===== src/assert_macros.svh =====
// Assertion macros shared by the RTL of the polynomial unit.
// Depends on nothing; define ASSERT_OFF to compile the checks away.
`ifndef ASSERT_MACROS_SVH
`define ASSERT_MACROS_SVH
`ifndef ASSERT_OFF
// Check that prop holds at every clock edge outside reset.
`define CHK_ALWAYS(label, prop, msg) \
  label: assert property (@(posedge clk) disable iff (!rst_n) (prop)) else $error(msg);
// Check that cond implies cons at the same clock edge.
`define CHK_IMPLY(label, cond, cons, msg) \
  label: assert property (@(posedge clk) disable iff (!rst_n) (cond) |-> (cons)) \
    else $error(msg);
// Check that cond implies cons at the next clock edge.
`define CHK_NEXT(label, cond, cons, msg) \
  label: assert property (@(posedge clk) disable iff (!rst_n) (cond) |=> (cons)) \
    else $error(msg);
`else
`define CHK_ALWAYS(label, prop, msg)
`define CHK_IMPLY(label, cond, cons, msg)
`define CHK_NEXT(label, cond, cons, msg)
`endif
`endif


===== src/pasm_pkg.sv =====
// Shared sizes, operation codes and controller-to-datapath types
// for the polynomial add/subtract/multiply unit. No dependencies.
package pasm_pkg;

  // Store geometry and coefficient width
  localparam int MAX_DEG    = 31;
  localparam int COEFF_BITS = 16;
  localparam int DEPTH      = MAX_DEG + 1;
  localparam int AW         = (DEPTH > 1) ? $clog2(DEPTH) : 1;

  // Fixed field widths of the ports
  localparam int FUNC_W  = 3;
  localparam int DEG_W   = 5;
  localparam int VALUE_W = 16;
  localparam int PW_W    = 6;
  localparam int RES_W   = 38;
  localparam int PROD_W  = 2 * COEFF_BITS;

  // Operation codes
  localparam logic [FUNC_W-1:0] FUNC_LOAD_A = 3'd0;
  localparam logic [FUNC_W-1:0] FUNC_LOAD_B = 3'd1;
  localparam logic [FUNC_W-1:0] FUNC_ADD    = 3'd2;
  localparam logic [FUNC_W-1:0] FUNC_SUB    = 3'd3;
  localparam logic [FUNC_W-1:0] FUNC_MUL    = 3'd4;

  // Per-term flags that travel down the datapath pipeline
  typedef struct packed {
    logic [FUNC_W-1:0] op;
    logic              a_ok;
    logic              b_ok;
    logic              first;
    logic              term_last;
    logic              last_out;
    logic [PW_W-1:0]   power;
  } flg_t;

  // Command from controller to datapath
  typedef struct packed {
    logic          wr_a;
    logic          wr_b;
    logic          issue;
    logic [AW-1:0] addr_a;
    logic [AW-1:0] addr_b;
    flg_t          flg;
  } cmd_t;

  // Status from datapath to controller
  typedef struct packed {
    logic adv;
  } stat_t;

endpackage


===== src/pasm_ctrl.sv =====
// Controller of the polynomial unit: accepts items, sequences term reads.
// Depends on pasm_pkg and assert_macros.svh.
`include "assert_macros.svh"
module pasm_ctrl import pasm_pkg::*; (
  input  logic                clk,
  input  logic                rst_n,
  input  logic                in_valid,
  output logic                in_ready,
  input  logic [FUNC_W-1:0]   in_func,
  input  logic [DEG_W-1:0]    in_index,
  input  logic [DEG_W-1:0]    in_deg_a,
  input  logic [DEG_W-1:0]    in_deg_b,
  input  stat_t               stat,
  output cmd_t                cmd
);

  localparam logic S_IDLE = 1'b0;
  localparam logic S_RUN  = 1'b1;

  logic              state_r, state_nxt;
  logic [FUNC_W-1:0] op_r, op_nxt;
  logic [DEG_W-1:0]  da_r, da_nxt, db_r, db_nxt;
  logic [PW_W-1:0]   p_r, p_nxt;
  logic [DEG_W-1:0]  i_r, i_nxt;
  logic              first_r, first_nxt;

  logic              accept;
  logic              idx_ok;
  logic              is_compute;
  logic [DEG_W-1:0]  da_sat, db_sat;
  logic [PW_W-1:0]   da_x, db_x, p_last, p_inc, b_idx, lo_diff;
  logic [DEG_W-1:0]  i_hi, lo_next;
  logic              term_last;
  logic              issue;

  assign in_ready = (state_r == S_IDLE);
  assign accept   = in_valid && in_ready;
  assign idx_ok   = ({1'b0, in_index} <= PW_W'(MAX_DEG));
  assign da_sat   = ({1'b0, in_deg_a} > PW_W'(MAX_DEG)) ? DEG_W'(MAX_DEG) : in_deg_a;
  assign db_sat   = ({1'b0, in_deg_b} > PW_W'(MAX_DEG)) ? DEG_W'(MAX_DEG) : in_deg_b;

  // Decode the operation
  always_comb begin
    unique case (in_func) inside
      FUNC_ADD, FUNC_SUB, FUNC_MUL: is_compute = 1'b1;
      default:                      is_compute = 1'b0;
    endcase
  end

  // Term range for the current power
  assign da_x    = {1'b0, da_r};
  assign db_x    = {1'b0, db_r};
  assign p_last  = (op_r == FUNC_MUL) ? (da_x + db_x) : ((da_x > db_x) ? da_x : db_x);
  assign p_inc   = p_r + PW_W'(1);
  assign i_hi    = (p_r > da_x) ? da_r : p_r[DEG_W-1:0];
  assign lo_diff = p_inc - db_x;
  assign lo_next = (p_inc > db_x) ? lo_diff[DEG_W-1:0] : '0;
  assign b_idx   = p_r - {1'b0, i_r};
  assign term_last = (op_r == FUNC_MUL) ? (i_r == i_hi) : 1'b1;
  assign issue   = (state_r == S_RUN) && stat.adv;

  // Drive the datapath command
  always_comb begin
    cmd.wr_a          = accept && (in_func == FUNC_LOAD_A) && idx_ok;
    cmd.wr_b          = accept && (in_func == FUNC_LOAD_B) && idx_ok;
    cmd.issue         = issue;
    cmd.flg.op        = op_r;
    cmd.flg.power     = p_r;
    cmd.flg.term_last = term_last;
    cmd.flg.last_out  = term_last && (p_r == p_last);
    if (op_r == FUNC_MUL) begin
      cmd.addr_a    = i_r[AW-1:0];
      cmd.addr_b    = b_idx[AW-1:0];
      cmd.flg.a_ok  = 1'b1;
      cmd.flg.b_ok  = 1'b1;
      cmd.flg.first = first_r;
    end else begin
      cmd.addr_a    = p_r[AW-1:0];
      cmd.addr_b    = p_r[AW-1:0];
      cmd.flg.a_ok  = (p_r <= da_x);
      cmd.flg.b_ok  = (p_r <= db_x);
      cmd.flg.first = 1'b1;
    end
  end

  // Next state: latch a compute item, then walk powers and terms
  always_comb begin
    state_nxt = state_r;
    op_nxt    = op_r;
    da_nxt    = da_r;
    db_nxt    = db_r;
    p_nxt     = p_r;
    i_nxt     = i_r;
    first_nxt = first_r;
    unique case (state_r)
      S_IDLE: begin
        if (accept && is_compute) begin
          state_nxt = S_RUN;
          op_nxt    = in_func;
          da_nxt    = da_sat;
          db_nxt    = db_sat;
          p_nxt     = '0;
          i_nxt     = '0;
          first_nxt = 1'b1;
        end
      end
      S_RUN: begin
        if (issue) begin
          if (term_last) begin
            if (p_r == p_last) begin
              state_nxt = S_IDLE;
            end else begin
              p_nxt     = p_inc;
              i_nxt     = lo_next;
              first_nxt = 1'b1;
            end
          end else begin
            i_nxt     = i_r + DEG_W'(1);
            first_nxt = 1'b0;
          end
        end
      end
      default: state_nxt = S_IDLE;
    endcase
  end

  // Control state with reset
  always_ff @(posedge clk) begin
    if (!rst_n) begin
      state_r <= S_IDLE;
    end else begin
      state_r <= state_nxt;
    end
  end

  // Loop registers, no reset needed
  always_ff @(posedge clk) begin
    op_r    <= op_nxt;
    da_r    <= da_nxt;
    db_r    <= db_nxt;
    p_r     <= p_nxt;
    i_r     <= i_nxt;
    first_r <= first_nxt;
  end

  `CHK_IMPLY(a_run_power_bound, state_r == S_RUN, p_r <= p_last, "power past last")
  `CHK_IMPLY(a_mul_term_bound, (state_r == S_RUN) && (op_r == FUNC_MUL), i_r <= i_hi,
    "term index past range")
  `CHK_NEXT(a_last_ends_run, issue && cmd.flg.last_out, state_r == S_IDLE,
    "run did not end after last term")

endmodule


===== src/pasm_dp.sv =====
// Datapath of the polynomial unit: coefficient stores, multiply/add stage,
// accumulator and output register. Depends on pasm_pkg and assert_macros.svh.
`include "assert_macros.svh"
module pasm_dp import pasm_pkg::*; (
  input  logic                     clk,
  input  logic                     rst_n,
  input  cmd_t                     cmd,
  output stat_t                    stat,
  input  logic [DEG_W-1:0]         in_index,
  input  logic signed [VALUE_W-1:0] in_value,
  output logic                     out_valid,
  input  logic                     out_ready,
  output logic [PW_W-1:0]          out_power,
  output logic signed [RES_W-1:0]  out_result_coeff,
  output logic                     out_last
);

  logic signed [COEFF_BITS-1:0] mem_a [DEPTH];
  logic signed [COEFF_BITS-1:0] mem_b [DEPTH];

  logic signed [COEFF_BITS-1:0] wval;
  logic                         adv;

  logic                         s1_vld_r;
  flg_t                         s1_r;
  logic signed [COEFF_BITS-1:0] rd_a_r, rd_b_r;

  logic signed [COEFF_BITS-1:0] a_v, b_v;
  logic signed [PROD_W-1:0]     prod;
  logic signed [RES_W-1:0]      term_nxt;
  logic                         s2_vld_r;
  flg_t                         s2_r;
  logic signed [RES_W-1:0]      term_r;

  logic signed [RES_W-1:0]      acc_r, acc_nxt;
  logic                         out_valid_r;
  logic [PW_W-1:0]              out_power_r;
  logic signed [RES_W-1:0]      out_coeff_r;
  logic                         out_last_r;

  // Advance the whole pipeline unless a finished beat is stuck
  assign adv      = !out_valid_r || out_ready;
  assign stat.adv = adv;
  assign wval     = COEFF_BITS'(in_value);

  // Store A: one write, one registered read
  always_ff @(posedge clk) begin
    if (cmd.wr_a) begin
      mem_a[in_index[AW-1:0]] <= wval;
    end
    if (adv) begin
      rd_a_r <= mem_a[cmd.addr_a];
    end
  end

  // Store B: one write, one registered read
  always_ff @(posedge clk) begin
    if (cmd.wr_b) begin
      mem_b[in_index[AW-1:0]] <= wval;
    end
    if (adv) begin
      rd_b_r <= mem_b[cmd.addr_b];
    end
  end

  // Mask missing terms and form the product, sum or difference
  assign a_v  = s1_r.a_ok ? rd_a_r : '0;
  assign b_v  = s1_r.b_ok ? rd_b_r : '0;
  assign prod = PROD_W'(a_v) * PROD_W'(b_v);

  always_comb begin
    case (s1_r.op)
      FUNC_MUL: term_nxt = RES_W'(prod);
      FUNC_SUB: term_nxt = RES_W'(a_v) - RES_W'(b_v);
      default:  term_nxt = RES_W'(a_v) + RES_W'(b_v);
    endcase
  end

  // Accumulate terms of one power
  assign acc_nxt = s2_r.first ? term_r : (acc_r + term_r);

  // Pipeline valid bits and output valid
  always_ff @(posedge clk) begin
    if (!rst_n) begin
      s1_vld_r    <= 1'b0;
      s2_vld_r    <= 1'b0;
      out_valid_r <= 1'b0;
    end else if (adv) begin
      s1_vld_r    <= cmd.issue;
      s2_vld_r    <= s1_vld_r;
      out_valid_r <= s2_vld_r && s2_r.term_last;
    end
  end

  // Pipeline payload
  always_ff @(posedge clk) begin
    if (adv) begin
      s1_r   <= cmd.flg;
      s2_r   <= s1_r;
      term_r <= term_nxt;
      if (s2_vld_r) begin
        acc_r <= acc_nxt;
      end
      if (s2_vld_r && s2_r.term_last) begin
        out_power_r <= s2_r.power;
        out_coeff_r <= acc_nxt;
        out_last_r  <= s2_r.last_out;
      end
    end
  end

  assign out_valid        = out_valid_r;
  assign out_power        = out_power_r;
  assign out_result_coeff = out_coeff_r;
  assign out_last         = out_last_r;

  `CHK_NEXT(a_finish_shows, adv && s2_vld_r && s2_r.term_last, out_valid_r,
    "finished coefficient not shown")
  `CHK_NEXT(a_out_hold, out_valid_r && !out_ready,
    out_valid_r && $stable(out_power_r) && $stable(out_coeff_r) && $stable(out_last_r),
    "waiting beat changed")
  `CHK_IMPLY(a_write_idle, cmd.wr_a || cmd.wr_b, !cmd.issue, "store write during a run")

endmodule


===== src/polynomial_add_sub_mul_unit.sv =====
// A load writes its store at accept; compute terms pass the store read, compute and
// output registers. Throughput: unless the output stalls, add/subtract emit one beat a
// cycle, max(deg_a,deg_b)+1 beats; multiply forms one product a cycle, (deg_a+1)*(deg_b+1)
// products, set by the single multiplier and the one read port of each coefficient store.
// Reset: synchronous active-low rst_n clears the controller state and pipeline valids;
// the coefficient stores are not cleared.
module polynomial_add_sub_mul_unit import pasm_pkg::*; (
  input  logic                      clk,
  input  logic                      rst_n,
  input  logic                      in_valid,
  output logic                      in_ready,
  input  logic [FUNC_W-1:0]         in_func,
  input  logic [DEG_W-1:0]          in_index,
  input  logic signed [VALUE_W-1:0] in_value,
  input  logic [DEG_W-1:0]          in_deg_a,
  input  logic [DEG_W-1:0]          in_deg_b,
  output logic                      out_valid,
  input  logic                      out_ready,
  output logic [PW_W-1:0]           out_power,
  output logic signed [RES_W-1:0]   out_result_coeff,
  output logic                      out_last
);

  cmd_t  cmd;
  stat_t stat;

  // Sequence items and terms
  pasm_ctrl u_ctrl (
    .clk      (clk),
    .rst_n    (rst_n),
    .in_valid (in_valid),
    .in_ready (in_ready),
    .in_func  (in_func),
    .in_index (in_index),
    .in_deg_a (in_deg_a),
    .in_deg_b (in_deg_b),
    .stat     (stat),
    .cmd      (cmd)
  );

  // Store, compute and deliver
  pasm_dp u_dp (
    .clk              (clk),
    .rst_n            (rst_n),
    .cmd              (cmd),
    .stat             (stat),
    .in_index         (in_index),
    .in_value         (in_value),
    .out_valid        (out_valid),
    .out_ready        (out_ready),
    .out_power        (out_power),
    .out_result_coeff (out_result_coeff),
    .out_last         (out_last)
  );

endmodule


===== config.mk =====
export PLATFORM = sky130hd
export DESIGN_NAME = polynomial_add_sub_mul_unit
export DESIGN_NICKNAME = d
export VERILOG_FILES = /design/src/pasm_pkg.sv /design/src/pasm_ctrl.sv /design/src/pasm_dp.sv /design/src/polynomial_add_sub_mul_unit.sv
export VERILOG_INCLUDE_DIRS = /design/src /design/src/src
export SDC_FILE = /design/constraint.sdc
export NUM_CORES = 2
export LEC_CHECK = 0
export BUFFER_PORTS_ARGS = -buffer_cell sky130_fd_sc_hd__buf_2
export CORE_ASPECT_RATIO = 0.5
export CORE_MARGIN = 2
export CORE_UTILIZATION = 58
export DETAILED_ROUTE_END_ITERATION = 10
export PLACE_DENSITY_LB_ADDON = 0.25
export REMOVE_ABC_BUFFERS = 1
export SLEW_MARGIN = 20
export SYNTH_ARGS = -nofsm -noshare
export SYNTH_HDL_FRONTEND = slang
export SYNTH_SLANG_ARGS = --single-unit
export TNS_END_PERCENT = 30

===== constraint.sdc =====
create_clock -name clk -period 7 [get_ports clk]
set_input_delay 0 -clock clk [delete_from_list [all_inputs] [get_ports clk]]
set_output_delay 0 -clock clk [all_outputs]
set_load 0.02 [all_outputs]

==> impl_summary.txt <==
----------------------------------------------------
[Worst setup path]
  Biggest fanout along the worst timing path ... 6
  CP arrival ... 7150 ps
  Capturing element type of the critical path ... flip-flop
  Data required, critical path ... ~7400 ps
  Cell with the largest stage delay on the worst path ... fa_1
  Critical path buffer and inverter count ... 6
  Most Frequent Cell on Critical Path ... fa_1
  Launch instance of the worst register-to-register path ... u_dp.s1_r[9]
  CP Cell Sequence ... and2_1, buf_4, nand2_1, fa_1, inv_1, fa_1, inv_1, fa_1, inv_1, fa_1, fa_1, inv_1, fa_1, inv_1, ha_2, and3_4, and2_1, a22oi_2, a21oi_2, o21a_1, or4_1, a41o_1, xnor2_1, o21ai_1
  Reg2Reg Capture Point ... u_dp.term_r[36]
  Start point of the critical path ... u_dp.s1_r[9]
  Critical setup path kind ... reg2reg
  Setup slack, reg-to-reg ... between 200 and 300 ps
  Family of cells with the greatest summed delay on the critical path ... adder cells
  Startpoint class of the critical path ... flip-flop
  Slowest stage delay, CP ... roughly 540 ps
  Logic depth of the worst register-to-register path ... 24

[Cells and area]
  Area of all placed cells without fillers ... 0.0683 mm^2
  Number of nets in the layout ... roughly 5200
  Final standard cell count with taps included and fillers excluded ... just over 6000
  Layout-stage area growth over the synthesis result ... 11.2%
  Layout cells sized above 1 ... 13.8%
  Post-Route Utilization ... 65.0%

[Run status]
  Run status ... finished clean

[Timing]
  Final hold violations ... 0
  Max Clock Skew ... 41.4 ps
  Minimum setup slack in the final design ... roughly 250 ps
  Sum Neg Setup Slack ... 0 ps
  FMAX ... 148 MHz
  Min Clock Period, post-route ... 6750 ps
  Worst hold margin ... 64.0 ps
  Count of pins over their slew limit ... 0
  Final worst path period share ... a little over nine tenths
  Normalized max-slew margin ... 22.6%
  Final setup violation count ... 0
  Worst-Margin Slew ... ~1200 ps

[Logic synthesis]
  Post-synthesis area per instance ... 13.8 um^2
  Flops & latches, synth ... roughly 1200
  Count of flip-flops with a built-in enable after synthesis ... 1219
  Mapped cell area ... 0.0614 mm^2
  Syn. warnings ... 0
  Prevailing post-synth register cell ... edfxtp_1
  Number of library cell types mapped by synthesis ... 86
  Sequential fraction of the synthesis area ... around 60%
  Fraction of registers with async set or reset after synthesis ... 0%
  Instance count of the mapped netlist ... 4455

[Detailed routing]
  Number of iterations in the first detailed-routing pass ... 7
  Highest metal layer with signal wires ... met4
  Via-per-instance ratio ... 6.09
  Routed WL per cell ... 24.3 um
  Final routed DRC violation total ... 0
  Overall via count from detail_route ... 37600
  Total met3 wirelength after detailed routing ... 12.4 mm
  Total length of routed met2 wires ... between 70 and 80 mm
  Wire length reported by the detailed router ... approximately 150 mm
  Count of antenna-violating nets left after detailed routing ... 0
  Wl on met1 ... slightly above 60 mm
  Number of DRC markers after the initial detailed-route iteration ... 4136

[Global routing]
  Largest net degree at the start of global routing ... 162
  Tot GR Track Use ... ~28%
  Via count of the first global-routing pass ... 37400
  Overflow after GRT ... 0
  Global-route wire length before repair ... about 230 mm
  Number of antenna violations at the first check in global routing ... 8

[Floorplan]
  Die Wd ... 464 um
  Core outline area ... 0.105 mm^2
  Overall die height ... ~230 um
  Cell Rows ... 84
  Initial core utilization ... between 50% and 60%
  Ports placed on the boundary ... 85
  Area enclosed by the die boundary ... 0.109 mm^2

[Clock tree]
  Number of clock sinks seen by CTS ... 1223
  CTS H-tree lvls ... 3
  Clock Pin Slew Worst Setup and Hold Paths ... 70 ps
  Latest clock arrival within the worst-skew pair ... around 740 ps
  CTS Buffer Depth ... 3
  Clock buffers created by TritonCTS ... 101
  CTS tree ... built
  Root buffer cell ... clkbuf_16

[Worst hold path]
  Endpoint with the worst hold slack ... u_dp.mem_b[31][1]
  Start point of the worst min-delay path ... in_index[1]
  Hold Crit Class ... in2reg
  Hold path depth ... 3

[Placement]
  Port-buffer cells ... between 80 and 90
  Dpl ws ... -81.2 ps
  Instance area at placement ... 0.0645 mm^2
  Gpl congestion ... 0.958
  Sum of net half-perimeters after detailed placement ... slightly below 100 mm
  Placed cell count ... 5939

[Power and ir drop]
  Total power ... 21.6 mW
  Max VDD drop ... 0.292 mV
  Leakage power total ... ~25 nW
  Cell Pwr Density ... 316 mW/mm^2

[Run]
  Count of maximum capacitance violations ... 0

----------------------------------------------------
## state kept, by name (all words and copies together), names as in the netlist, 3 cells and up
name and cells:
u_ctrl.i_r 5, u_dp.term_r 32, u_dp.mem_a 512, u_dp.out_result_coeff 38, u_dp.rd_a_r 16, u_ctrl.db_r 5, u_dp.out_power 6, u_dp.rd_b_r 16
u_ctrl.op_r 3, u_ctrl.p_r 6, u_ctrl.da_r 5, u_dp.s1_r 14, u_dp.mem_b 512, u_dp.s2_r 9, u_dp.acc_r 38
## final cells by class
| type | instances | area [um^2] |
|---|---|---|
| flip-flops and latches | 1223 | 36700 |
| repair buffers | 327 | 2470 |
| multi-input cells | 2641 | 22700 |
| fillers | 7421 | 36700 |
| clock inverters | 57 | 589 |
| clock buffers | 126 | 2670 |
| inverters | 373 | 1410 |
| well taps | 1419 | 1780 |
| diodes | 3 | 7.51 |
## per-layer routing
metal,vias up,track usage [%]
met5,-,0
met4,0,9.30
met3,262,4.92
met2,1602,44.4
met1,19000,39.1
li1,16700,-
## how the worst max path moves through the flow
stage                                 end  slack (ps)  depth (start not counted)
final                     u_dp.term_r[36]         250                         24
after global placement    u_dp.term_r[36]         -30                         24
after floorplan            u_dp.rd_b_r[0]       -5410                          8
after CTS                 u_dp.term_r[36]          70                         22
after detailed placement  u_dp.term_r[36]         -80                         24
after global routing      u_dp.term_r[36]          -8                         24
## worst register-to-register path, stage by stage (launching register included)
cell and delay (ps):
edfxtp_1 400, and2_1 320, buf_4 220, nand2_1 90, fa_1 540, inv_1 50
fa_1 500, inv_1 60, fa_1 530, inv_1 50, fa_1 440, fa_1 490
inv_1 50, fa_1 480, inv_1 40, ha_2 300, and3_4 200, and2_1 160
a22oi_2 250, a21oi_2 120, o21a_1 210, or4_1 420, a41o_1 260, xnor2_1 160
o21ai_1 80
## what timing repair did
| action | in CTS | in global routing |
|---|---|---|
| hold buffers | 42 | 2 |
| buffers inserted | 0 | 0 |
| resized for setup | 1 | 42 |
| pin swaps | 0 | 3 |
| cloned | 0 | 0 |
| hold endpoints to repair | 924 | 128 |
| endpoints found under the setup margin | 1 | 3 |
## cells in the mapped netlist, types with 9 or more instances
cell,number,area (um^2)
a211oi_1,191,1430
a21o_1,48,360
a21oi_1,146,731
a311oi_1,64,561
a31oi_1,74,463
and2_0,66,413
and2_1,86,538
and3_1,14,87.6
buf_1,9,33.8
buf_2,20,100
clkbuf_1,188,706
clkinv_1,14,52.6
edfxtp_1,1219,36600
fa_1,268,5370
ha_1,183,2290
inv_1,356,1340
mux2_2,30,338
mux2i_1,47,470
mux4_2,128,2880
nand2_1,513,1930
nand2b_1,26,163
nand3_1,29,145
nand4_1,10,62.6
nor2_1,272,1020
nor2b_1,18,113
nor3_1,26,130
o211ai_1,24,180
o21a_1,12,90.1
o21ai_0,87,435
o21ai_1,47,235
o22ai_1,10,62.6
o31ai_1,14,105
xnor2_1,45,394
xor2_1,37,324
## cell families (layout without fill, tap and decap cells)
kind of cell / Yosys count / count (layout) / share of synthesized area, %
other: 0 / 3 / 0
adder cells (fa/ha/maj): 451 / 451 / 12.5
AND/OR/NAND/NOR: 1101 / 1101 / 8.00
XOR/XNOR: 82 / 82 / 1.17
flip-flops: 1223 / 1223 / 59.7
buffers and inverters: 591 / 883 / 3.66
AO/OA/AOI/OAI: 796 / 796 / 8.84
multiplexers: 211 / 211 / 6.12
## report_power, final
group / internal (mW) / total (mW) / switching [mW]
clock network: 3.03 / 5.65 / 2.62
registers: 8.36 / 8.49 / 0.125
logic: 2.98 / 7.45 / 4.47
## cells in the final DEF, fill, tap and decap left out, drive strengths merged, types with 8 or more instances in the layout
cell | netlist | routed
clkbuf | 188 | 126
o31ai | 18 | 18
xnor2 | 45 | 45
nor3 | 27 | 27
and2 | 152 | 152
nor2 | 272 | 272
clkinv | 14 | 55
bufinv | 0 | 8
edfxtp | 1219 | 1219
a311oi | 64 | 64
a21o | 48 | 48
o21bai | 9 | 9
a221oi | 9 | 9
fa | 268 | 268
or3 | 8 | 8
mux2 | 36 | 36
a31oi | 74 | 74
nand2 | 513 | 513
a211oi | 192 | 192
mux4 | 128 | 128
mux2i | 47 | 47
buf | 30 | 283
o22ai | 10 | 10
a21oi | 147 | 147
o21a | 12 | 12
dlygate4sd3 | 0 | 44
o21ai | 134 | 134
ha | 183 | 183
o211ai | 24 | 24
nand4 | 10 | 10
nand2b | 26 | 26
inv | 359 | 363
nor3b | 8 | 8
xor2 | 37 | 37
nor2b | 18 | 18
nand3 | 29 | 29
and3 | 14 | 14
Power figures use the tool's default switching activity.
